--- config.mk ---
export PLATFORM = sky130hd
export DESIGN_NAME = sha1_hash_engine_core
export DESIGN_NICKNAME = d
export VERILOG_FILES = /design/src/rtl/sha1_pkg.sv /design/src/rtl/sha1_dp.sv /design/src/rtl/sha1_ctrl.sv /design/src/rtl/sha1_hash_engine_core.sv
export SDC_FILE = /design/constraint.sdc
export NUM_CORES = 2
export LEC_CHECK = 0
export BUFFER_PORTS_ARGS = -buffer_cell sky130_fd_sc_hd__buf_2
export CAP_MARGIN = 15
export CELL_PAD_IN_SITES_DETAIL_PLACEMENT = 1
export CELL_PAD_IN_SITES_GLOBAL_PLACEMENT = 1
export CORE_AREA = 2 2 429 431
export CTS_BUF_LIST = sky130_fd_sc_hd__clkbuf_2 sky130_fd_sc_hd__clkbuf_4 sky130_fd_sc_hd__clkbuf_8
export DETAILED_ROUTE_END_ITERATION = 16
export DIE_AREA = 0 0 431 433
export PLACE_DENSITY_LB_ADDON = 0.1
export SYNTH_ARGS = -nofsm -noshare
export SYNTH_HDL_FRONTEND = slang
export SYNTH_SLANG_ARGS = --single-unit
--- constraint.sdc ---
create_clock -name clk -period 18.05 [get_ports clk]
set_clock_uncertainty 0.2 [all_clocks]
set_input_delay 2.7075 -clock clk [delete_from_list [all_inputs] [get_ports clk]]
set_output_delay 2.7075 -clock clk [all_outputs]
set_load 0.005 [all_outputs]
--- src/rtl/sha1_pkg.sv ---
// shared types, constants and round functions for the sha-1 engine
// used by sha1_ctrl, sha1_dp and sha1_hash_engine_core; no dependencies
package sha1_pkg;

  localparam int unsigned NUM_WORDS   = 5;
  localparam int unsigned ROUNDS      = 80;
  localparam int unsigned STAGE_LEN   = 20;
  localparam int unsigned WIN_WORDS   = 16;
  localparam logic [5:0]  PAD_STOP    = 6'd56;
  localparam logic [5:0]  LAST_SLOT   = 6'd63;
  localparam logic [7:0]  PAD_BYTE    = 8'h80;
  localparam logic [63:0] BITS_PER_BYTE = 64'd8;

  typedef struct packed {
    logic       action;
    logic [7:0] message_byte;
  } sha1_in_t;

  typedef struct packed {
    logic [31:0] digest_word;
    logic [2:0]  word_index;
    logic        last_word;
  } sha1_out_t;

  typedef enum logic [1:0] {
    SRC_MSG,
    SRC_PAD,
    SRC_ZERO,
    SRC_LEN
  } byte_src_t;

  typedef enum logic [1:0] {
    STG_CH,
    STG_PAR0,
    STG_MAJ,
    STG_PAR1
  } stage_t;

  typedef struct packed {
    logic      absorb;
    byte_src_t src;
    logic [2:0] len_idx;
    logic      count_len;
    logic      init_rounds;
    logic      step;
    stage_t    stage;
    logic      fold;
    logic      load_out;
    logic [2:0] word_sel;
    logic      clear;
  } sha1_cmd_t;

  typedef struct packed {
    logic [5:0] fill;
  } sha1_stat_t;

  function automatic logic [31:0] sha1_iv(input logic [2:0] idx);
    logic [31:0] v;
    case (idx)
      3'd0:    v = 32'h67452301;
      3'd1:    v = 32'hefcdab89;
      3'd2:    v = 32'h98badcfe;
      3'd3:    v = 32'h10325476;
      default: v = 32'hc3d2e1f0;
    endcase
    return v;
  endfunction

  function automatic logic [31:0] sha1_k(input stage_t s);
    logic [31:0] v;
    case (s)
      STG_CH:   v = 32'h5a827999;
      STG_PAR0: v = 32'h6ed9eba1;
      STG_MAJ:  v = 32'h8f1bbcdc;
      default:  v = 32'hca62c1d6;
    endcase
    return v;
  endfunction

  function automatic logic [31:0] sha1_f(input stage_t s, input logic [31:0] b,
                                         input logic [31:0] c, input logic [31:0] d);
    logic [31:0] v;
    case (s)
      STG_CH:  v = (b & c) | (~b & d);
      STG_MAJ: v = (b & c) | (b & d) | (c & d);
      default: v = b ^ c ^ d;
    endcase
    return v;
  endfunction

endpackage

--- src/rtl/sha1_dp.sv ---
// sha-1 datapath: message window, working variables, chaining words,
// bit counter and output register; driven by sha1_ctrl, uses sha1_pkg
module sha1_dp (
  input  logic                  clk,
  input  logic                  rst,
  input  sha1_pkg::sha1_cmd_t   cmd,
  input  logic [7:0]            message_byte,
  output sha1_pkg::sha1_stat_t  stat,
  output sha1_pkg::sha1_out_t   dig_data
);
  import sha1_pkg::*;

  logic [31:0] win [WIN_WORDS];
  logic [31:0] a, b, c, d, e;
  logic [31:0] chain [NUM_WORDS];
  logic [5:0]  fill;
  logic [63:0] bit_len;

  logic [7:0]  byte_in;
  logic [31:0] t_sum;
  logic [31:0] w_new;

  always_comb begin
    case (cmd.src)
      SRC_MSG:  byte_in = message_byte;
      SRC_PAD:  byte_in = PAD_BYTE;
      SRC_LEN:  byte_in = bit_len[{~cmd.len_idx, 3'b000} +: 8];
      default:  byte_in = 8'h00;
    endcase
  end

  // one round: rotl5(a) + f + e + k + w
  assign t_sum = {a[26:0], a[31:27]} + sha1_f(cmd.stage, b, c, d) + e
                 + sha1_k(cmd.stage) + win[0];

  // schedule expansion over the sliding window
  always_comb begin
    logic [31:0] x;
    x = win[13] ^ win[8] ^ win[2] ^ win[0];
    w_new = {x[30:0], x[31]};
  end

  assign stat.fill = fill;

  always_ff @(posedge clk) begin
    if (cmd.absorb) begin
      for (int i = 0; i < WIN_WORDS - 1; i++) begin
        win[i] <= {win[i][23:0], win[i+1][31:24]};
      end
      win[WIN_WORDS-1] <= {win[WIN_WORDS-1][23:0], byte_in};
    end else if (cmd.step) begin
      for (int i = 0; i < WIN_WORDS - 1; i++) begin
        win[i] <= win[i+1];
      end
      win[WIN_WORDS-1] <= w_new;
    end

    if (cmd.init_rounds) begin
      a <= chain[0];
      b <= chain[1];
      c <= chain[2];
      d <= chain[3];
      e <= chain[4];
    end else if (cmd.step) begin
      a <= t_sum;
      b <= a;
      c <= {b[1:0], b[31:2]};
      d <= c;
      e <= d;
    end

    if (cmd.load_out) begin
      dig_data.digest_word <= chain[cmd.word_sel];
      dig_data.word_index  <= cmd.word_sel;
      dig_data.last_word   <= (cmd.word_sel == 3'(NUM_WORDS - 1));
    end
  end

  always_ff @(posedge clk) begin
    if (rst || cmd.clear) begin
      for (int i = 0; i < NUM_WORDS; i++) begin
        chain[i] <= sha1_iv(3'(i));
      end
      fill    <= '0;
      bit_len <= '0;
    end else begin
      if (cmd.absorb) begin
        fill <= fill + 6'd1;
      end
      if (cmd.count_len) begin
        bit_len <= bit_len + BITS_PER_BYTE;
      end
      if (cmd.fold) begin
        chain[0] <= chain[0] + a;
        chain[1] <= chain[1] + b;
        chain[2] <= chain[2] + c;
        chain[3] <= chain[3] + d;
        chain[4] <= chain[4] + e;
      end
    end
  end

endmodule

--- src/rtl/sha1_ctrl.sv ---
// sha-1 controller: sequences absorb, padding, rounds, fold and digest output
// drives sha1_dp through sha1_cmd_t, uses sha1_pkg
module sha1_ctrl (
  input  logic                  clk,
  input  logic                  rst,
  input  logic                  msg_valid,
  input  logic                  msg_action,
  output logic                  msg_stall,
  output logic                  dig_valid,
  input  logic                  dig_stall,
  input  sha1_pkg::sha1_stat_t  stat,
  output sha1_pkg::sha1_cmd_t   cmd
);
  import sha1_pkg::*;

  typedef enum logic [2:0] {
    S_IDLE,
    S_FEED,
    S_ROUND,
    S_FOLD,
    S_EMIT
  } state_t;

  typedef enum logic [1:0] {
    PH_MSG,
    PH_ZERO,
    PH_LEN
  } phase_t;

  state_t     state, state_next;
  phase_t     phase, phase_next;
  logic [6:0] rnd, rnd_next;
  logic [2:0] lidx, lidx_next;
  logic [2:0] widx, widx_next;
  logic       dig_valid_next;

  logic   last_byte;
  logic   load_ok;
  stage_t stage;

  assign last_byte = (stat.fill == LAST_SLOT);
  assign load_ok   = !dig_valid || !dig_stall;
  assign msg_stall = (state != S_IDLE);

  always_comb begin
    if (rnd < 7'(STAGE_LEN)) begin
      stage = STG_CH;
    end else if (rnd < 7'(2 * STAGE_LEN)) begin
      stage = STG_PAR0;
    end else if (rnd < 7'(3 * STAGE_LEN)) begin
      stage = STG_MAJ;
    end else begin
      stage = STG_PAR1;
    end
  end

  always_comb begin
    state_next     = state;
    phase_next     = phase;
    rnd_next       = rnd;
    lidx_next      = lidx;
    widx_next      = widx;
    dig_valid_next = dig_valid && dig_stall;

    cmd             = '0;
    cmd.src         = SRC_MSG;
    cmd.stage       = stage;
    cmd.len_idx     = lidx;
    cmd.word_sel    = widx;

    case (state)
      S_IDLE: begin
        if (msg_valid) begin
          cmd.absorb = 1'b1;
          if (!msg_action) begin
            cmd.src       = SRC_MSG;
            cmd.count_len = 1'b1;
          end else begin
            cmd.src    = SRC_PAD;
            phase_next = PH_ZERO;
            lidx_next  = '0;
          end
          if (last_byte) begin
            cmd.init_rounds = 1'b1;
            rnd_next        = '0;
            state_next      = S_ROUND;
          end else if (msg_action) begin
            state_next = S_FEED;
          end
        end
      end

      S_FEED: begin
        cmd.absorb = 1'b1;
        if (phase == PH_ZERO && stat.fill != PAD_STOP) begin
          cmd.src = SRC_ZERO;
        end else begin
          cmd.src    = SRC_LEN;
          lidx_next  = lidx + 3'd1;
          phase_next = PH_LEN;
        end
        if (last_byte) begin
          cmd.init_rounds = 1'b1;
          rnd_next        = '0;
          state_next      = S_ROUND;
        end
      end

      S_ROUND: begin
        cmd.step = 1'b1;
        if (rnd == 7'(ROUNDS - 1)) begin
          state_next = S_FOLD;
        end else begin
          rnd_next = rnd + 7'd1;
        end
      end

      S_FOLD: begin
        cmd.fold = 1'b1;
        case (phase)
          PH_ZERO: state_next = S_FEED;
          PH_LEN: begin
            state_next = S_EMIT;
            widx_next  = '0;
          end
          default: state_next = S_IDLE;
        endcase
      end

      S_EMIT: begin
        if (load_ok) begin
          cmd.load_out   = 1'b1;
          dig_valid_next = 1'b1;
          if (widx == 3'(NUM_WORDS - 1)) begin
            cmd.clear  = 1'b1;
            phase_next = PH_MSG;
            state_next = S_IDLE;
          end else begin
            widx_next = widx + 3'd1;
          end
        end
      end

      default: state_next = S_IDLE;
    endcase
  end

  always_ff @(posedge clk) begin
    if (rst) begin
      state     <= S_IDLE;
      phase     <= PH_MSG;
      rnd       <= '0;
      lidx      <= '0;
      widx      <= '0;
      dig_valid <= 1'b0;
    end else begin
      state     <= state_next;
      phase     <= phase_next;
      rnd       <= rnd_next;
      lidx      <= lidx_next;
      widx      <= widx_next;
      dig_valid <= dig_valid_next;
    end
  end

endmodule

--- src/rtl/sha1_hash_engine_core.sv ---
// sha-1 engine top level: sha1_ctrl + sha1_dp, types from sha1_pkg
// absorb: one byte per cycle while the sequencer is idle; the 64th byte of a block
// starts 80 rounds on the single round unit, then one fold into the chaining words
// finish: one pad/length byte per cycle, a compression per filled block, then 5
// digest words, each held while dig_stall is high; synchronous rst
// restores the initial chaining words and clears the fill and bit counts
module sha1_hash_engine_core (
  input  logic                clk,
  input  logic                rst,
  // message side: one transaction absorbs a byte or finishes the message
  input  logic                msg_valid,
  output logic                msg_stall,
  input  sha1_pkg::sha1_in_t  msg_data,
  // digest side: five transactions per finished message, last one flagged
  output logic                dig_valid,
  input  logic                dig_stall,
  output sha1_pkg::sha1_out_t dig_data
);
  import sha1_pkg::*;

  // command and status between sequencer and datapath
  sha1_cmd_t  cmd;
  sha1_stat_t stat;

  // controller: new transactions only enter while the sequencer is idle;
  // a pending digest word in the output register does not block new input
  sha1_ctrl u_ctrl (
    .clk        (clk),
    .rst        (rst),
    .msg_valid  (msg_valid),
    .msg_action (msg_data.action),
    .msg_stall  (msg_stall),
    .dig_valid  (dig_valid),
    .dig_stall  (dig_stall),
    .stat       (stat),
    .cmd        (cmd)
  );

  // datapath: 16-word window shifts in bytes big-endian, then doubles as
  // the schedule during the rounds; output register holds one digest word
  sha1_dp u_dp (
    .clk          (clk),
    .rst          (rst),
    .cmd          (cmd),
    .message_byte (msg_data.message_byte),
    .stat         (stat),
    .dig_data     (dig_data)
  );

endmodule
# Word level (Yosys, flattened, before mapping)
# Memory sizes are Yosys's and may differ from the RTL's. A register that Yosys moved wholly into a read port is not among the register bits.
# Cells that the tools add are included.
totals:
  register_bits: 253
  latchBits: 0
  ram_bits: 672
  romBits: 0
  input_bits: 13
  output_inout_bits: 38
  mem_count: 2
memory_table:
  columns: ["name", "depth", "word_bits", "rd", "rd_clocked_by_memory_dff", "wr", "line_no", "text"]
  rows:
  - ["u_dp.win", 16, 32, 16, 0, 16, "sha1_dp.sv:13", "logic [31:0] win [WIN_WORDS];"]
  - ["u_dp.chain", 5, 32, 6, 1, 5, "sha1_dp.sv:15", "logic [31:0] chain [NUM_WORDS];"]
classes:
  add_sub_neg: 14
  mul: 0
  div_mod_pow: 0
  order_cmp: 3
  eq_ne: 25
  shift: 1
  n_mux: 97
  bitwise_logic: 35
  reduce_logical: 20
op_table:
  columns: ["cell", "count"]
  rows:
  - ["$mux W32", 36]
  - ["$add A32 B32 Y32", 9]
  - ["$xor A32 B32 Y32", 5]
  - ["$and A32 B32 Y32", 4]
  - ["$or A32 B32 Y32", 3]
  - ["$pmux W32 S3", 1]
  - ["$add A64 B4 Y64 const B", 1]
  - ["$pmux W32 S2", 1]
  - ["$shiftx A64 B7 Y8", 1]
  - ["$mux W3", 14]
  - ["$not A32 Y32", 1]
  - ["$mux W1", 25]
  - ["$pmux W3 S2", 4]
  - ["$pmux W8 S3", 1]
  - ["$mux W7", 3]
  - ["$or A1 B1 Y1", 21]
  - ["$pmux W7 S3", 1]
  - ["$mux W2", 8]
  - ["$pmux W3 S5", 1]
  - ["$lt A7 B6 Y1 const B", 2]
  - ["$ne A2 B2 Y1 const B", 6]
  - ["$reduce_and A6 Y1", 2]
  - ["$reduce_bool A3 Y1", 3]
  - ["$ne A2 B1 Y1 const B", 4]
  - ["24 further kinds", 38]

# Logic depth before layout (Yosys ltp)
depth:
  depth_word: 12
  depth_mapped: 26

# Cells and area by module
# A second synthesis with hierarchy kept.
hier_totals:
  hier_cells: 4505
  hier_area_um2: 53965.5
by_module_without_submodules:
  columns: ["mod", "instances", "cells_each", "area_each_um2"]
  rows:
  - ["sha1_dp", 1, 4361, 52798.1]
  - ["sha1_ctrl", 1, 144, 1167.4]

# Least setup slack after synthesis
# No wires, ideal clock.
synth_timing:
  path_type: "input-to-reg"
  from: "input port msg_valid"
  to: "memory u_dp.win[0][0] (enable)"
  setup_time_ps: 3632
  arrival_ps: 11573
  slack_ps: 2645
  cell_stages: 3
  path_cell_list: "o21ai_1 > clkbuf_1 > nand2_1"
synth_lines:
  columns: ["item", "line_no", "text"]
  rows:
  - ["start, declared", "sha1_hash_engine_core.sv:11", "input logic msg_valid,"]
  - ["end, declared", "sha1_dp.sv:13", null]

# Worst setup path after layout
layout_timing:
  from: "register u_ctrl.rnd[3]"
  to: "register u_dp.a[30], data pin"
layout_between:
  elab_chain_len: 12
layout_lines:
  columns: ["item", "line_no", "text"]
  rows:
  - ["start, declared", "sha1_ctrl.sv:32", "logic [6:0] rnd, rnd_next;"]
  - ["start signal, assigned", "sha1_ctrl.sv:159", "rnd <= rnd_next;"]
  - ["$lt A7 B6 Y1", "sha1_ctrl.sv:50", "end else if (rnd < 7'(3 * STAGE_LEN)) begin"]
  - ["$mux W1", "sha1_ctrl.sv:50", null]
  - ["$mux W2", "sha1_ctrl.sv:48", "end else if (rnd < 7'(2 * STAGE_LEN)) begin"]
  - ["$mux W2 (*)", "sha1_ctrl.sv:46", "if (rnd < 7'(STAGE_LEN)) begin"]
  - ["$eq A2 B2 Y1 or $logic_not A2 Y1 (tied branches)", "sha1_pkg.sv:71, sha1_pkg.sv:83", null]
  - ["$pmux W32 S2", "sha1_pkg.sv:83", "case (s)"]
  - ["$add A32 B32 Y32 (2 in series)", "sha1_dp.sv:33", "assign t_sum = {a[26:0], a[31:27]} + sha1_f(cmd.stage, b, c, d) + e"]
  - ["$add A32 B32 Y32 (*) (2 in series)", "sha1_dp.sv:34", "+ sha1_k(cmd.stage) + win[0];"]
  - ["$mux W32 (*)", "sha1_dp.sv:64", "end else if (cmd.step) begin"]
  - ["$mux W32 (*)", "sha1_dp.sv:58", "if (cmd.init_rounds) begin"]
  - ["end signal, assigned", "sha1_dp.sv:59", "a <= chain[0];"]
  - ["end signal, assigned", "sha1_dp.sv:65", "a <= t_sum;"]
  - ["end, declared", "sha1_dp.sv:14", "logic [31:0] a, b, c, d, e;"]
# Mark *: on every way between the ends. The rest lies on a longest branch, timed or not. The select of a mux whose other input is x is not followed.
# A chain may end at the register's enable or synchronous reset.

==> flow_summary.json <==
{
  "outcome": "finished, final reports clean",
  "avgRoutedWirePerCell_um": 21.6,
  "worstSetupStartpointType": "flip-flop",
  "drv_slew": 0,
  "grt_max_degree": 183,
  "synth-seq-area-share_pct": 51.2,
  "critPathRequiredTime_ns": 18.51,
  "stdcell_area_um2": 60900,
  "cts.path.max_buffers": 3,
  "start_util_pct": 29.8,
  "cts-hold-fix-buffers": 0,
  "die-area_um2": 187000,
  "cts_tree": "yes",
  "grt_pass1_vias": 41900,
  "critPathCaptureType": "flip-flop",
  "fin_ws_ns": 9.97,
  "p_leak_nw": 24.4,
  "fin_nets": 5920,
  "dpl_cell_area_um2": 57200,
  "cts-resized-gates": 0,
  "place_congestion": 0.842,
  "fmax_ghz": 0.124,
  "crit_chain": "nor2_1 -> o21ai_0 -> a221o_2 -> clkinv_1 -> ha_1 -> inv_2 -> o22ai_1 -> nor2_1 -> a21oi_1 -> fa_1 -> fa_1 -> inv_1 -> fa_1 -> inv_1 -> ha_1 -> a211o_1 -> a2111oi_2 -> o32ai_1 -> a211o_1 -> a211o_1 -> a221oi_2 -> o21ai_0 -> xnor2_1 -> a21oi_1",
  "ios": 51,
  "syn_inst": 5507,
  "maxCapViolCount": 0,
  "worst_pin_slew_ns": 1.10,
  "synth_area_um2": 54300,
  "drcViolationCount": 0,
  "slew_headroom_pct": 26.2,
  "place_hpwl_um": 124000,
  "worstSetupPathType": "reg -> reg",
  "drtPass1Iterations": 5,
  "slowest_delay_ns": 0.68,
  "post_cts_buffers": 0,
  "fp.coreArea_um2": 182000,
  "synth_fp_nets": 5848,
  "ys_seq_elements": 954,
  "final_core_util_pct": 33.4,
  "setup_tns_ns": 0,
  "die_w_um": 431,
  "first_iter_violations": 2122,
  "track_usage_pct": 18.9,
  "multi_input_area_um2": 24500,
  "dp_cells": 7776,
  "synth_edf_count": 868,
  "slowest_stage": "inv_2",
  "path_max_fanout": 29,
  "dp_slack_ns": 9.91,
  "arrival_ns": 8.53,
  "yosysTopAreaCellShare_pct": 48.0,
  "register_area_um2": 27800,
  "power_density_nw_per_um2": 98.9,
  "rsz0062_at_grt": "no",
  "min_period_ns": 8.08,
  "fillers": 20600,
  "hold_path.class": "reg -> reg",
  "clkSlewWorstSetupHoldPaths_ns": 0.06,
  "layout-drive-gt1-share_pct": 9.37,
  "hold_slack_ns": 0.295,
  "htreeDepth": 4,
  "ys_top_cells_by_area": "edfxtp_1 (48%), nand2_1 (13%), ha_1 (4.7%)",
  "yosys_warnings": 0,
  "numCtsBuffers": 186,
  "portBuffers": 50,
  "die_h_um": 433,
  "cts_root_buf": "clkbuf_8",
  "overflow": 0,
  "peakVddDrop_mv": 0.0669,
  "setup_violations": 0,
  "synth_async_sr_flop_share_pct": 0,
  "rows": 157,
  "cts_sinks": 954,
  "yosysTopAreaCell": "edfxtp_1",
  "area_growth_pct": 12.1,
  "yosysUniqueCellTypes": 82,
  "via_per_inst": 4.86,
  "clock_latency_ns": 0.94,
  "wl_um": 175000,
  "worst-path-buf-inv": 4,
  "ys.flop_type": "edfxtp_1",
  "synth.avg_cell_area_um2": 9.86,
  "ant_nets": 0,
  "antenna_found_initial": 3,
  "min_period_over_period_pct": 44.7,
  "final-instance-count-excl-fill": 8111,
  "finalHoldViolCount": 0,
  "num_vias": 39500,
  "cp_top_family": "compound AO/OA/AOI/OAI gates",
  "grt_pass1_wl_um": 268000,
  "finalPower_mw": 6.02
}
[worst paths after layout]
| path | slack [ns] | end | startpoint | cells past startpoint |
|---|---|---|---|---|
| worst min register to register | 0.29 | u_dp.stat[5] | u_dp.stat[5] | 2 |
| worst max register to register | 9.97 | u_dp.a[30] | u_ctrl.rnd[3] | 24 |
| worst min-delay path | 0.29 | u_dp.stat[5] | u_dp.stat[5] | 2 |
| worst max-delay path | 9.97 | u_dp.a[30] | u_ctrl.rnd[3] | 24 |
[power by group]
| part | switching, mW | total [mW] | internal (mW) |
|---|---|---|---|
| registers | 0.173 | 2.91 | 2.74 |
| clock network | 1.03 | 2.23 | 1.19 |
| logic | 0.539 | 0.885 | 0.347 |
[routing by layer]
layer  global-route usage [%]  part of all wire [%]
met1                     25.4                    47
met2                     31.9                    48
met3                     2.76                   2.9
met4                     5.15                   2.3
met5                        0                     0
[sequential cells by signal, summed over array words and instances (netlist names)]
name / flops
u_ctrl.widx: 3
u_ctrl.lidx: 3
u_dp.chain: 160
u_dp.c: 32
u_dp.d: 32
u_dp.dig_data: 36
u_dp.b: 32
u_dp.win: 512
u_dp.stat: 6
u_ctrl.state: 3
u_dp.a: 32
u_ctrl.dig_valid: 1
u_ctrl.rnd: 7
u_dp.bit_len: 61
u_ctrl.phase: 2
u_dp.e: 32
[cells by family (layout without fill, tap and decap cells)]
family	after synthesis	after routing	share of synthesized area, %
AOI/OAI and AO/OA	831	831	9.19
xor gates and xnor gates	286	286	4.61
adders and majority gates	328	328	9.29
buffers and inverters	553	769	3.89
DFF	954	954	51.2
muxes	133	133	3.59
other	0	3	0
and+or+nand+nor	2422	2422	18.3
[cell usage after synthesis, drive strengths merged, types with 18 or more instances]
cell / number
buf: 24
mux2: 42
a31oi: 18
nor2: 255
o21ai: 323
nand3: 57
o21a: 30
a21o: 82
xnor2: 190
or3: 28
dfxtp: 86
o22ai: 26
nand2: 1846
nand2b: 27
and2: 19
mux2i: 46
inv: 332
clkbuf: 195
xor2: 96
edfxtp: 868
mux4: 45
nor3: 57
and3: 46
a21oi: 211
nor2b: 18
a211oi: 23
o21bai: 20
fa: 125
ha: 203
[final cells by class]
cell class                      instances  share of cell area (%)
Antenna cell                            3                  0.0123
Clock buffer                          265                    5.26
Clock inverter                         67                   0.724
Inverter                              334                    2.06
Multi-Input combinational cell       4000                    40.2
Sequential cell                       954                    45.7
Tap cell                             2385                    4.90
Timing Repair Buffer                  103                    1.16
[placed cells by master (no fill, tap or decap), types with 46 or more instances in the layout]
cell / synthesis / layout
nand3_1: 57 / 57
o21ai_0: 320 / 319
nor2_1: 255 / 253
edfxtp_1: 868 / 868
a21oi_1: 211 / 210
clkbuf_4: 0 / 71
xnor2_1: 190 / 190
fa_1: 125 / 125
clkbuf_8: 0 / 194
buf_2: 0 / 50
inv_1: 331 / 331
a21o_1: 82 / 81
dfxtp_1: 86 / 83
ha_1: 203 / 203
nand2_1: 1846 / 1844
nor3_1: 55 / 55
xor2_1: 96 / 96
buf_4: 0 / 49
mux2i_1: 46 / 46
[worst register-to-register path: cells and delay by family (launching register included)]
family / cells / cell delay (ns)
flops: 1 / 0.44
xor+xnor: 1 / 0.15
simple gates: 2 / 0.18
fa+ha+maj: 5 / 2.52
compound gates: 12 / 2.98
buf+inv: 4 / 1.33
Note: power is estimated with default switching activity, not from simulation.
